--- src/rtl/waypoint_follow_controller_core_defines.svh ---
// Assertion macros used by the waypoint follower sequencer.
`ifndef WAYPOINT_FOLLOW_CONTROLLER_CORE_DEFINES_SVH
`define WAYPOINT_FOLLOW_CONTROLLER_CORE_DEFINES_SVH
// Implication checked on every clock edge outside reset.
`define WFC_ASSERT_IMP(label, clk, rst_n, ante, cons, msg) \
  label: assert property (@(posedge clk) disable iff (!rst_n) (ante) |-> (cons)) \
    else $error(msg);
// Next-cycle implication.
`define WFC_ASSERT_NEXT(label, clk, rst_n, ante, cons, msg) \
  label: assert property (@(posedge clk) disable iff (!rst_n) (ante) |=> (cons)) \
    else $error(msg);
`endif

--- src/rtl/wfc_pkg.sv ---
// Types and constants of the waypoint follower.
`default_nettype none
package wfc_pkg;
  localparam int unsigned CfgIdxW = 3;
  localparam logic [CfgIdxW-1:0] RegLinLimit  = 3'd0;
  localparam logic [CfgIdxW-1:0] RegTurnLimit = 3'd1;
  localparam logic [CfgIdxW-1:0] RegArrive    = 3'd2;
  localparam logic [CfgIdxW-1:0] RegAim       = 3'd3;
  localparam logic [CfgIdxW-1:0] RegGain      = 3'd4;
  localparam logic [CfgIdxW-1:0] RegWpTotal   = 3'd5;

  localparam logic CmdLoad = 1'b0;
  localparam logic CmdPose = 1'b1;

  localparam int unsigned CorW = 34;
  localparam int unsigned AngW = 28;
  localparam logic signed [AngW-1:0] PiQ24 = 28'sd52707179;
  localparam logic [15:0] InvGainQ16 = 16'd39797;

  typedef enum logic [2:0] {
    StIdle, StStart, StSetup, StIter, StDist, StDecide, StOut
  } state_e;

  typedef struct packed {
    logic start_goal;
    logic setup;
    logic iter;
    logic scale;
    logic decide;
    logic load_out;
  } dp_cmd_t;

  function automatic logic signed [AngW-1:0] atan_q24(input logic [4:0] i);
    logic signed [AngW-1:0] r;
    begin
      case (i)
        5'd0: r = 28'sd13176795;
        5'd1: r = 28'sd7778716;
        5'd2: r = 28'sd4110060;
        5'd3: r = 28'sd2086331;
        5'd4: r = 28'sd1047214;
        5'd5: r = 28'sd524117;
        5'd6: r = 28'sd262123;
        5'd7: r = 28'sd131069;
        default: r = (i < 5'd24) ? (28'sd65536 >>> (i - 5'd8)) : 28'sd0;
      endcase
      return r;
    end
  endfunction
endpackage
`default_nettype wire

--- src/rtl/wfc_ctrl.sv ---
// Sequencer for one item of the waypoint follower.
`default_nettype none
`include "waypoint_follow_controller_core_defines.svh"
module wfc_ctrl import wfc_pkg::*; #(
  parameter int unsigned CordicSteps = 16
) (
  input  logic     clk_i,
  input  logic     rst_ni,
  input  logic     pose_go_i,
  input  logic     needs_start_i,
  input  logic     out_free_i,
  output logic     busy_o,
  output dp_cmd_t  cmd_o,
  output logic [4:0] step_o
);
  state_e state_q, state_d;
  logic [4:0] step_q, step_d;

  always_ff @(posedge clk_i or negedge rst_ni) begin
    if (!rst_ni) begin
      state_q <= StIdle;
      step_q  <= '0;
    end else begin
      state_q <= state_d;
      step_q  <= step_d;
    end
  end

  always_comb begin
    state_d = state_q;
    step_d  = step_q;
    cmd_o   = '0;
    case (state_q)
      StIdle: if (pose_go_i) begin
        state_d = needs_start_i ? StStart : StSetup;
      end
      StStart: begin
        cmd_o.start_goal = 1'b1;
        state_d = StSetup;
      end
      StSetup: begin
        cmd_o.setup = 1'b1;
        step_d = '0;
        state_d = StIter;
      end
      StIter: begin
        cmd_o.iter = 1'b1;
        step_d = step_q + 5'd1;
        if (step_q == 5'(CordicSteps - 1)) state_d = StDist;
      end
      StDist: begin
        cmd_o.scale = 1'b1;
        state_d = StDecide;
      end
      StDecide: begin
        cmd_o.decide = 1'b1;
        state_d = StOut;
      end
      StOut: if (out_free_i) begin
        cmd_o.load_out = 1'b1;
        state_d = StIdle;
      end
      default: state_d = StIdle;
    endcase
  end

  assign busy_o = (state_q != StIdle);
  assign step_o = step_q;

  `WFC_ASSERT_IMP(a_iter_range, clk_i, rst_ni, state_q == StIter, step_q < 5'(CordicSteps), "step overrun")
  `WFC_ASSERT_NEXT(a_go_leaves_idle, clk_i, rst_ni, state_q == StIdle && pose_go_i, state_q != StIdle, "pose lost")
  `WFC_ASSERT_IMP(a_one_cmd, clk_i, rst_ni, 1'b1, $onehot0(cmd_o), "multiple commands")
endmodule
`default_nettype wire

--- src/rtl/wfc_datapath.sv ---
// CORDIC, waypoint table and command arithmetic of the waypoint follower.
`default_nettype none
module wfc_datapath import wfc_pkg::*; #(
  parameter int unsigned MaxWaypoints = 8,
  parameter int unsigned SlotW = 3
) (
  input  logic               clk_i,
  input  logic               rst_ni,
  input  dp_cmd_t            cmd_i,
  input  logic [4:0]         step_i,
  input  logic               load_we_i,
  input  logic [2:0]         load_slot_i,
  input  logic signed [15:0] load_x_i,
  input  logic signed [15:0] load_y_i,
  input  logic signed [15:0] pose_x_i,
  input  logic signed [15:0] pose_y_i,
  input  logic signed [14:0] pose_heading_i,
  input  logic [15:0]        lin_limit_i,
  input  logic [15:0]        turn_limit_i,
  input  logic [15:0]        arrive_i,
  input  logic [15:0]        aim_i,
  input  logic [15:0]        gain_i,
  input  logic [3:0]         wp_total_i,
  output logic signed [15:0] fwd_o,
  output logic signed [15:0] turn_o,
  output logic signed [15:0] goal_x_o,
  output logic signed [15:0] goal_y_o,
  output logic signed [15:0] laps_o,
  output logic               adv_o
);
  logic signed [15:0] wp_x_q [MaxWaypoints];
  logic signed [15:0] wp_y_q [MaxWaypoints];
  logic [SlotW-1:0] next_q;
  logic signed [15:0] gx_q, gy_q, laps_q;
  logic signed [14:0] hd_q;
  logic signed [CorW-1:0] x_q, y_q;
  logic signed [AngW-1:0] z_q;
  logic signed [17:0] dist_q;
  logic signed [15:0] fwd_q, turn_q;
  logic adv_q;

  always_ff @(posedge clk_i) begin
    if (load_we_i && (32'(load_slot_i) < MaxWaypoints)) begin
      wp_x_q[SlotW'(load_slot_i)] <= load_x_i;
      wp_y_q[SlotW'(load_slot_i)] <= load_y_i;
    end
  end

  logic [SlotW:0] total;
  always_comb begin
    total = (wp_total_i < 4'd2) ? (SlotW+1)'(2) : (SlotW+1)'(wp_total_i);
    if (32'(wp_total_i) > MaxWaypoints) total = (SlotW+1)'(MaxWaypoints);
  end

  // goal selection for advance
  logic [SlotW-1:0] cur_slot, nxt_slot;
  logic signed [15:0] sel_x, sel_y;
  logic hit1;
  always_comb begin
    cur_slot = ({1'b0, next_q} >= total) ? '0 : next_q;
    nxt_slot = ({1'b0, cur_slot} + 1'b1 >= total) ? '0 : cur_slot + 1'b1;
    sel_x = cmd_i.start_goal ? wp_x_q[0] : wp_x_q[cur_slot];
    sel_y = cmd_i.start_goal ? wp_y_q[0] : wp_y_q[cur_slot];
    hit1 = (sel_x == wp_x_q[1]) && (sel_y == wp_y_q[1]);
  end

  // cordic step
  logic signed [CorW-1:0] dx, dy, sx, sy;
  always_comb begin
    dx = CorW'(signed'(17'(gx_q) - 17'(pose_x_i))) <<< 8;
    dy = CorW'(signed'(17'(gy_q) - 17'(pose_y_i))) <<< 8;
    sx = x_q >>> step_i;
    sy = y_q >>> step_i;
  end

  // decision
  logic signed [50:0] dprod;
  logic signed [AngW:0] err, errw;
  logic signed [16:0] e12, e12a;
  logic signed [35:0] fprod, tprod;
  logic signed [35:0] fr, tr;
  always_comb begin
    dprod = 51'(x_q) * 51'(signed'({1'b0, InvGainQ16})) + 51'sd8388608;
    err = (AngW+1)'(z_q) - ((AngW+1)'(hd_q) <<< 12);
    errw = err;
    if (err > (AngW+1)'(PiQ24)) errw = err - ((AngW+1)'(PiQ24) <<< 1);
    else if (err < -(AngW+1)'(PiQ24)) errw = err + ((AngW+1)'(PiQ24) <<< 1);
    e12 = 17'((errw + 29'sd2048) >>> 12);
    e12a = (e12 < 0) ? -e12 : e12;
    fprod = 36'(signed'({1'b0, gain_i})) * 36'(dist_q) + 36'sd128;
    tprod = 36'(signed'({1'b0, gain_i})) * 36'(e12) + 36'sd2048;
    fr = fprod >>> 8;
    tr = tprod >>> 12;
    if (fr > 36'(signed'({1'b0, lin_limit_i}))) fr = 36'(signed'({1'b0, lin_limit_i}));
    if (fr > 36'sd32767) fr = 36'sd32767;
    if (tr > 36'(signed'({1'b0, turn_limit_i}))) tr = 36'(signed'({1'b0, turn_limit_i}));
    if (tr < -36'(signed'({1'b0, turn_limit_i}))) tr = -36'(signed'({1'b0, turn_limit_i}));
    if (tr > 36'sd32767) tr = 36'sd32767;
    if (tr < -36'sd32768) tr = -36'sd32768;
  end

  always_ff @(posedge clk_i or negedge rst_ni) begin
    if (!rst_ni) begin
      next_q <= '0;
      gx_q   <= '0;
      gy_q   <= '0;
      laps_q <= -16'sd1;
    end else begin
      if (cmd_i.start_goal) begin
        gx_q <= sel_x;
        gy_q <= sel_y;
        next_q <= SlotW'(1);
        laps_q <= hit1 ? 16'sd0 : -16'sd1;
      end else if (cmd_i.decide && (dist_q < 18'(signed'({1'b0, arrive_i})))) begin
        gx_q <= sel_x;
        gy_q <= sel_y;
        next_q <= nxt_slot;
        if (hit1 && laps_q != 16'sd32767) laps_q <= laps_q + 16'sd1;
      end
    end
  end

  always_ff @(posedge clk_i) begin
    if (cmd_i.start_goal || cmd_i.setup) begin
      hd_q   <= pose_heading_i;
    end
    if (cmd_i.setup) begin
      if (dx < 0) begin
        x_q <= -dx;
        y_q <= -dy;
        z_q <= (dy >= 0) ? PiQ24 : -PiQ24;
      end else begin
        x_q <= dx;
        y_q <= dy;
        z_q <= '0;
      end
    end else if (cmd_i.iter) begin
      if (y_q < 0) begin
        x_q <= x_q - sy;
        y_q <= y_q + sx;
        z_q <= z_q - atan_q24(step_i);
      end else begin
        x_q <= x_q + sy;
        y_q <= y_q - sx;
        z_q <= z_q + atan_q24(step_i);
      end
    end
    if (cmd_i.scale) dist_q <= 18'(dprod >>> 24);
    if (cmd_i.decide) begin
      adv_q  <= 1'b0;
      fwd_q  <= '0;
      turn_q <= '0;
      if (dist_q < 18'(signed'({1'b0, arrive_i}))) adv_q <= 1'b1;
      else if (e12a < 17'(signed'({1'b0, aim_i}))) fwd_q <= 16'(fr);
      else turn_q <= 16'(tr);
    end
  end

  assign fwd_o = fwd_q;
  assign turn_o = turn_q;
  assign goal_x_o = gx_q;
  assign goal_y_o = gy_q;
  assign laps_o = laps_q;
  assign adv_o = adv_q;
endmodule
`default_nettype wire

--- src/rtl/waypoint_follow_controller_core.sv ---
// Sequence: an accepted pose word is registered; Start follows for the first pose
// after reset or a load, then Setup, the CORDIC iterations, Dist, Decide and Out,
// where output stalls hold it. Input stalls while busy, so pose and load words
// enter only when idle; the shared CORDIC iterates one micro-rotation per cycle.
// A finished result waiting in the output register lets the next word in.
// Reset: asynchronous active low; config to defaults, goal 0, laps -1.
`default_nettype none
module waypoint_follow_controller_core import wfc_pkg::*; #(
  parameter int unsigned MAX_WAYPOINTS = 8,
  parameter int unsigned CORDIC_STEPS = 16
) (
  input  logic               clk_i,
  input  logic               rst_ni,
  input  logic               cfg_valid_i,
  output logic               cfg_ready_o,
  input  logic [2:0]         cfg_index_i,
  input  logic [15:0]        cfg_data_i,
  input  logic               in_valid_i,
  output logic               in_stall_o,
  input  logic               cmd_i,
  input  logic [2:0]         slot_index_i,
  input  logic signed [15:0] point_x_i,
  input  logic signed [15:0] point_y_i,
  input  logic signed [15:0] pose_x_i,
  input  logic signed [15:0] pose_y_i,
  input  logic signed [14:0] pose_heading_i,
  output logic               out_valid_o,
  input  logic               out_stall_i,
  output logic signed [15:0] forward_velocity_o,
  output logic signed [15:0] turn_velocity_o,
  output logic signed [15:0] goal_x_o,
  output logic signed [15:0] goal_y_o,
  output logic signed [15:0] lap_count_o,
  output logic               goal_advanced_o
);
  localparam int unsigned SlotW = (MAX_WAYPOINTS > 1) ? $clog2(MAX_WAYPOINTS) : 1;

  logic [15:0] lin_q, turn_q, arr_q, aim_q, gain_q;
  logic [3:0] tot_q;
  logic needs_start_q;
  logic busy, in_acc, pose_go, out_free;
  dp_cmd_t dcmd;
  logic [4:0] step;
  logic signed [15:0] fwd, trn, gx, gy, laps;
  logic adv;
  logic signed [15:0] px_q, py_q;
  logic signed [14:0] ph_q;

  assign cfg_ready_o = 1'b1;
  assign in_stall_o = busy;
  assign in_acc = in_valid_i && !busy;
  assign pose_go = in_acc && (cmd_i == CmdPose);
  assign out_free = !out_valid_o || !out_stall_i;

  always_ff @(posedge clk_i or negedge rst_ni) begin
    if (!rst_ni) begin
      lin_q <= 16'd2048; turn_q <= 16'd2048; arr_q <= 16'd3;
      aim_q <= 16'd41; gain_q <= 16'd2048; tot_q <= 4'd5;
    end else if (cfg_valid_i) begin
      case (cfg_index_i)
        RegLinLimit:  lin_q  <= cfg_data_i;
        RegTurnLimit: turn_q <= cfg_data_i;
        RegArrive:    arr_q  <= cfg_data_i;
        RegAim:       aim_q  <= cfg_data_i;
        RegGain:      gain_q <= cfg_data_i;
        RegWpTotal:   tot_q  <= cfg_data_i[3:0];
        default: ;
      endcase
    end
  end

  always_ff @(posedge clk_i or negedge rst_ni) begin
    if (!rst_ni) needs_start_q <= 1'b1;
    else if (in_acc && cmd_i == CmdLoad) needs_start_q <= 1'b1;
    else if (dcmd.start_goal) needs_start_q <= 1'b0;
  end

  always_ff @(posedge clk_i) begin
    if (pose_go) begin
      px_q <= pose_x_i; py_q <= pose_y_i; ph_q <= pose_heading_i;
    end
  end

  wfc_ctrl #(.CordicSteps(CORDIC_STEPS)) u_ctrl (
    .clk_i, .rst_ni, .pose_go_i(pose_go), .needs_start_i(needs_start_q),
    .out_free_i(out_free), .busy_o(busy), .cmd_o(dcmd), .step_o(step)
  );

  wfc_datapath #(.MaxWaypoints(MAX_WAYPOINTS), .SlotW(SlotW)) u_dp (
    .clk_i, .rst_ni, .cmd_i(dcmd), .step_i(step),
    .load_we_i(in_acc && cmd_i == CmdLoad), .load_slot_i(slot_index_i),
    .load_x_i(point_x_i), .load_y_i(point_y_i),
    .pose_x_i(px_q), .pose_y_i(py_q), .pose_heading_i(ph_q),
    .lin_limit_i(lin_q), .turn_limit_i(turn_q), .arrive_i(arr_q), .aim_i(aim_q),
    .gain_i(gain_q), .wp_total_i(tot_q),
    .fwd_o(fwd), .turn_o(trn), .goal_x_o(gx), .goal_y_o(gy), .laps_o(laps), .adv_o(adv)
  );

  always_ff @(posedge clk_i or negedge rst_ni) begin
    if (!rst_ni) out_valid_o <= 1'b0;
    else if (dcmd.load_out) out_valid_o <= 1'b1;
    else if (!out_stall_i) out_valid_o <= 1'b0;
  end

  always_ff @(posedge clk_i) begin
    if (dcmd.load_out) begin
      forward_velocity_o <= fwd; turn_velocity_o <= trn;
      goal_x_o <= gx; goal_y_o <= gy; lap_count_o <= laps; goal_advanced_o <= adv;
    end
  end
endmodule
`default_nettype wire

--- config.mk ---
export PLATFORM = sky130hd
export DESIGN_NAME = waypoint_follow_controller_core
export DESIGN_NICKNAME = d
export VERILOG_FILES = /design/src/rtl/wfc_pkg.sv /design/src/rtl/wfc_ctrl.sv /design/src/rtl/wfc_datapath.sv /design/src/rtl/waypoint_follow_controller_core.sv
export VERILOG_INCLUDE_DIRS = /design/src /design/src/rtl
export SDC_FILE = /design/constraint.sdc
export NUM_CORES = 2
export LEC_CHECK = 0
export BUFFER_PORTS_ARGS = -buffer_cell sky130_fd_sc_hd__buf_2
export CORE_ASPECT_RATIO = 0.8
export CORE_UTILIZATION = 50
export DETAILED_ROUTE_END_ITERATION = 16
export PLACE_DENSITY = 0.75
export SLEW_MARGIN = 20
export SYNTH_ARGS = -nofsm -noshare
export SYNTH_HDL_FRONTEND = slang
export SYNTH_SLANG_ARGS = --single-unit
export TNS_END_PERCENT = 10
--- constraint.sdc ---
create_clock -name clk_i -period 23.6 [get_ports clk_i]
set_clock_uncertainty 0.15 [all_clocks]
set_input_delay 4.72 -clock clk_i [delete_from_list [all_inputs] [get_ports clk_i]]
set_output_delay 4.72 -clock clk_i [all_outputs]
set_load 0.01 [all_outputs]
# Word-level counts from Yosys, hierarchy flattened
# Memory sizes are Yosys's and may differ from the RTL's.
# Index checks and enable logic that the tools add are counted.
[op_classes]
addsub = 24
multipliers = 3
magnitude_cmp = 19
eq_ne = 26
n_shift = 3
n_mux = 66
n_bitwise = 2
reduce_logical = 32
[op_table]
columns = ["cell", "count"]
rows = [
  ["$mux W28", 12],
  ["$mux W34", 8],
  ["$pmux W28 S8", 1],
  ["$mux W16", 11],
  ["$mux W36", 4],
  ["$gt A36 B16 Y1 const B", 2],
  ["$add A34 B34 Y34", 2],
  ["$neg A25 Y34", 2],
  ["$sshr A34 B5 Y34", 2],
  ["$sub A34 B34 Y34", 2],
  ["$mux W29", 2],
  ["$add A42 B25 Y42 const B", 1],
  ["$mul A34 B17 Y42 const B", 1],
  ["$add A35 B9 Y36 const B", 1],
  ["$lt A36 B16 Y1 const B", 1],
  ["$lt A36 B36 Y1", 1],
  ["$neg A16 Y36", 1],
  ["$add A34 B13 Y35 const B", 1],
  ["$mul A17 B18 Y35", 1],
  ["$lt A34 B1 Y1 const B", 1],
  ["$mul A17 B17 Y34", 1],
  ["$sub A16 B16 Y17", 2],
  ["$eq A16 B16 Y1", 2],
  ["$add A29 B13 Y29 const B", 1],
  ["56 further kinds", 112],
]
[totals]
register_bits = 435
ramBits = 256
input_bits = 107
output_inout_bits = 84
elab_cells = 210
mem_count = 2
[memory_table]
columns = ["name", "depth", "word_bits", "read_ports", "rd_ports_with_merged_regs", "wr", "line", "source"]
rows = [
  ["u_dp.wp_x_q", 8, 16, 3, 0, 1, "wfc_datapath.sv:31", "logic signed [15:0] wp_x_q [MaxWaypoints];"],
  ["u_dp.wp_y_q", 8, 16, 3, 0, 1, "wfc_datapath.sv:32", "logic signed [15:0] wp_y_q [MaxWaypoints];"],
]

# Longest topological paths before layout
[logic_depth]
depth_word = 15
mapped_depth = 81
ltp_nobuf = 73

# Hierarchy
# From an unflattened synthesis, not the netlist that was laid out.
[unflattened]
cells_unflattened = 7493
hier_area_um2 = 73272.8
[modules_own_cells]
columns = ["mod", "instances", "cells_per_inst", "area_per_inst_um2", "seq_area_each_um2"]
rows = [
  ["wfc_datapath", 1, 7122, 65621.7, 13848.3],
  ["waypoint_follow_controller_core", 1, 320, 7180.6, 6009.5],
  ["wfc_ctrl", 1, 51, 470.5, 200.2],
]

# Least setup slack after synthesis
# OpenSTA, ideal clock, no wires.
[synth_timing]
kind = "reg2reg"
from = "register u_dp.z_q[12]"
to = "register u_dp.turn_q[10], in the netlist u_dp.turn_o[10], data pin"
setup_ns = 0.258
arrival_ns = 14.768
required_ns = 23.192
slack_ns = 8.424
path_stages_with_launch = 77
n_path_buf = 6
period_less_slack_ns = 15.176
cell_sequence = "edfxtp_1 inv_1 ha_1 fa_1 nor2b_1 o31a_1 xor2_1 nor3_2 o311ai_1 a2111o_1 a311o_2 and3_1 clkbuf_1 nand2_1 o21ai_0 xnor2_1 and3_1 nand2_1 [41 not listed] a21oi_1 nor2b_1 o21ai_0 nand2b_1 a21oi_1 nor2b_1 o21ai_0 nand2b_1 a21oi_1 nand2_1 a311oi_1 o31a_1 a311o_1 o21a_2 buf_6 buf_8 mux2i_1 a21oi_2"
[synth_via]
elab_chain_cells = 15
word_cells_on_any_way = 22
classes_between = "6 x add/sub; 1 x mul; 8 x order compare; 6 x mux; 1 x reduce/logical"
[synth_rtl]
columns = ["item", "line", "source"]
rows = [
  ["start, declared", "wfc_datapath.sv:37", "logic signed [AngW-1:0] z_q;"],
  ["start signal, assigned", "wfc_datapath.sv:131", "z_q <= (dy >= 0) ? PiQ24 : -PiQ24;"],
  ["start signal, assigned", "wfc_datapath.sv:141", "z_q <= z_q - atan_q24(step_i);"],
  ["start signal, assigned", "wfc_datapath.sv:145", "z_q <= z_q + atan_q24(step_i);"],
  ["$sub A28 B27 Y29 (*)", "wfc_datapath.sv:84", "err = (AngW+1)'(z_q) - ((AngW+1)'(hd_q) <<< 12);"],
  ["$add A29 B28 Y29 / $lt A29 B27 Y1 (equally long branches)", "wfc_datapath.sv:87", "else if (err < -(AngW+1)'(PiQ24)) errw = err + ((AngW+1)'(PiQ24) <<< 1);"],
  ["$mux W29", "wfc_datapath.sv:87", ""],
  ["$mux W29 (*)", "wfc_datapath.sv:86", "if (err > (AngW+1)'(PiQ24)) errw = err - ((AngW+1)'(PiQ24) <<< 1);"],
  ["$add A29 B13 Y29 (*)", "wfc_datapath.sv:88", "e12 = 17'((errw + 29'sd2048) >>> 12);"],
  ["$mul A17 B17 Y34", "wfc_datapath.sv:91", "tprod = 36'(signed'({1'b0, gain_i})) * 36'(e12) + 36'sd2048;"],
  ["$add A34 B13 Y35", "wfc_datapath.sv:91", ""],
  ["$gt A24 B17 Y1", "wfc_datapath.sv:96", "if (tr > 36'(signed'({1'b0, turn_limit_i}))) tr = 36'(signed'({1'b0, turn_limit_i}));"],
  ["$mux W36", "wfc_datapath.sv:96", ""],
  ["$lt A36 B36 Y1", "wfc_datapath.sv:97", "if (tr < -36'(signed'({1'b0, turn_limit_i}))) tr = -36'(signed'({1'b0, turn_limit_i}));"],
  ["$mux W36", "wfc_datapath.sv:97", ""],
  ["$gt A36 B16 Y1", "wfc_datapath.sv:98", "if (tr > 36'sd32767) tr = 36'sd32767;"],
  ["$mux W36", "wfc_datapath.sv:98", ""],
  ["$lt A36 B16 Y1", "wfc_datapath.sv:99", "if (tr < -36'sd32768) tr = -36'sd32768;"],
  ["$reduce_or A3 Y1 (no source line)", "n/a", ""],
  ["end signal, assigned", "wfc_datapath.sv:155", "else turn_q <= 16'(tr);"],
  ["end, declared", "wfc_datapath.sv:39", "logic signed [15:0] fwd_q, turn_q;"],
]
# Every way passes the cells marked *; elsewhere a longest branch is shown, timed or not.
# A chain may end at the register's enable or synchronous reset.

# Final worst setup path
[layout_timing]
from = "register u_dp.z_q[12]"
to = "register u_dp.turn_q[6], in the netlist u_dp.turn_o[6], data pin"
# The elaborated chain is that of the path after synthesis.

==> flow_summary_export.csv <==
group,metric,value,unit
cts,ctsLongestPathBuffers,3,
logic_synthesis,synth.avg_cell_area,9.74,um2
placed_design,placed_cells_incl_taps,9300,
cts,clkLatencyLatePin,0.71,ns
logic_synthesis,synth_simple_gate_area_share,13.3,%
die,rows,124,
global_routing,grt_first_pass_wirelength,308000,um
final_layout,drive_above_1_share,8.41,%
sta,finalMaxSlewViolations,0,
setup_path,critPathLaunch,"u_dp.z_q[12]$_DFFE_PP_",
logic_synthesis,ys_warn_count,0,
cts,ctsHoldBuffers,0,
route,dr_total_vias,54300,
logic_synthesis,area_of_the_mapped_netlist,72600,um2
die,die_h,343,um
logic_synthesis,synth-compound-area-share,10.2,%
route,dr.first_iter.drc_count,4399,
logic_synthesis,synth_cells,7447,
placed_design,dp_hpwl,146000,um
logic_synthesis,synth_cell_type_count,99,
route,detailroute.wirelength.met3,15200,um
hold_path,worst_hold_startpoint,"u_dp.fwd_o[12]$_SDFFCE_PP0P_",
route,route.top_layer_used,"met5",
route,wirelength,195000,um
logic_synthesis,post-synth-top-area-cell,"edfxtp_1",
setup_path,end_kind,"flop",
placed_design,final_weighted_congestion_of_routability_driven_global_placement,0.968,
logic_synthesis,synth_sequential_area_ratio,27.6,%
route,route.antenna.remaining_nets,0,
route,remaining_drc_errors,0,
route,vias_per_cell,5.74,
setup_path,worst-endpoint-arrival,17.61,ns
setup_path,timing.setup.critical_path_class,"flop to flop",
sta,fin_crit,17.35,ns
placed_design,io_buf_count,189,
logic_synthesis,postSynthRegisterBits,691,
sta,maxClockFrequency,57.6,MHz
setup_path,startpoint_type,"flop",
global_routing,grt_overflow,0,
setup_path,cp_slowest_cell,"xnor2_2",
final_layout,syn_to_final_growth,7.71,%
die,floorplan.initialDensity,50.6,%
die,floorplan.core_area,144000,um2
sta,slew_headroom,10.3,%
logic_synthesis,syn_nets,8986,
job,cap_violations,0,
outcome,run_status,"completed",
final_layout,instances_no_fill,9454,
sta,final_hold_viol_count,0,
setup_path,worstReg2RegStart,"u_dp.z_q[12]$_DFFE_PP_",
global_routing,grt_util_all_layers,26.6,%
cts,cts_post_setup_buffers_inserted,0,
logic_synthesis,synth_top_family_by_area,"adder cells",
logic_synthesis,synth_xor_xnor_area_share,4.54,%
sta,finalSetupViolCount,0,
setup_path,slowest_delay,0.90,ns
cts,numCtsBuffers,77,
final_layout,final_nets,9028,
global_routing,grt_pass1_vias,54900,
global_routing,pin_count_of_the_biggest_net_entering_global_routing,81,
cts,cts_tree,"done",
global_routing,number_of_antenna_violations_at_the_first_check_in_global_routing,16,
logic_synthesis,ys.flop_type,"edfxtp_1",
die,ios,191,
cts,ctsResizeCount,0,
sta,timing_worst_slew_pin_value,1.33,ns
die,floorplan.die_area,147000,um2
logic_synthesis,synth_adder_area_share,32.5,%
setup_path,critical_path_peak_fanout,21,
cts,cts_sinks,691,
logic_synthesis,synth-edff-count,546,
cts,cts_htree_levels,3,
sta,setup_total_negative_slack,0,ns
sta,layout_worst_path_cycle_share,73.5,%
logic_synthesis,yosys-top-cells-area,"edfxtp_1 (23%), fa_1 (21%), ha_1 (12%), inv_1 (6.2%), nand2_1 (4.1%)",
hold_path,timing.hold.worst.class,"flop to flop",
route,wl_met2,90600,um
logic_synthesis,async_flop_share,21.0,%
logic_synthesis,synth.top_cell.area_share,22.6,%
logic_synthesis,synth.area.mux_share,3.89,%
route,drt-met1-wl,81700,um
sta,rsz0062_at_grt,"no",
die,dieWidth,428,um
route,routed_wire_length_per_instance,20.6,um
cts,clockRootBuffer,"clkbuf_16",
setup_path,cp.required,23.86,ns
cts,worst_setup_hold_path_clk_slew,0.06,ns
route,drt_pre_antenna_iters,6,
-- flip-flops by register name, indices dropped and copies added, names as in the netlist, 18 cells and up --
register	count
u_dp.dist_q	18
u_dp.wp_x_q	128
u_dp.wp_y_q	128
u_dp.x_q	34
u_dp.y_q	34
u_dp.z_q	28
-- worst max-delay path: cells and delay by family, from the launching register on --
kind	cells	cell delay (ns)
mux	1	0.41
flops	1	0.35
compound gates	27	7.31
fa+ha+maj	11	4.58
simple gates	17	2.54
xor+xnor	2	1.24
buf+inv	5	0.43
-- final cells by class --
type	instances	area, um2
Antenna cell	11	27.5
Clock buffer	100	2040
Clock inverter	43	559
Fill cell	12300	65400
Inverter	1201	4520
Multi-Input combinational cell	5250	47000
Sequential cell	691	20100
Tap cell	1890	2360
Timing Repair Buffer	268	1550
-- cell usage after synthesis, types with 79 or more instances --
cell type,n
inv_1,1196
o21ai_0,328
mux2i_1,83
a21o_1,87
a31oi_1,89
nor2b_1,79
nor2_1,334
clkbuf_1,265
nand2_1,799
and3_1,82
fa_1,750
a21oi_1,308
ha_1,682
and2_1,299
xor2_1,144
edfxtp_1,546
a211oi_1,97
xnor2_1,232
mux2_2,93
nand3_1,145
dfrtp_1,118
-- layer usage --
metal,vias up,track usage [%]
li1,24900,-
met1,26900,36.1
met2,2147,43.1
met3,360,4.48
met4,8,9.69
met5,-,0
-- stage by stage --
stage          hold slack, ns  setup WS [ns]  utilization, %  area [um2]
6_report                0.257           6.25            54.5       78200
5_1_grt                 0.274           5.05            54.4       78100
4_1_cts                 0.270           6.41            54.4       78100
2_1_floorplan           0.250           8.42               -       72600
3_5_place_dp            0.255           6.49            52.6       75500
3_3_place_gp            0.255           6.72            52.6       75500
-- worst paths after layout --
kind,depth (start not counted),to,slack [ns]
min,0,forward_velocity_o[12]$_DFFE_PP_,0.26
min in group asynchronous,1,u_dp.goal_y_o[13]$_DFFE_PN0P_,3.86
min reg2reg,0,forward_velocity_o[12]$_DFFE_PP_,0.26
max,63,u_dp.turn_o[6]$_SDFFCE_PP0P_,6.25
max reg2reg,63,u_dp.turn_o[6]$_SDFFCE_PP0P_,6.25
max in group asynchronous,2,gain_q[12]$_DFFE_PN0P_,18.08
-- cells in the final DEF, fill, tap and decap left out, types with 188 or more instances in the layout --
cell type	count
a21oi_1	307
and2_1	298
buf_2	188
edfxtp_1	546
fa_1	750
ha_1	682
inv_1	1194
nand2_1	796
nor2_1	326
o21ai_0	328
xnor2_1	226
-- cell families (layout without fill, tap and decap cells) --
kind of cell | after synthesis | in the layout
buffers and inverters | 1506 | 1612
muxes | 219 | 219
other | 1 | 12
DFF | 691 | 691
xor gates and xnor gates | 376 | 376
AOI/OAI and AO/OA | 1196 | 1196
adders and majority gates | 1433 | 1433
and+or+nand+nor | 2025 | 2025
Power is not shown: default switching activity piles up to over one toggle a cycle in this logic, so the estimate is an artifact.
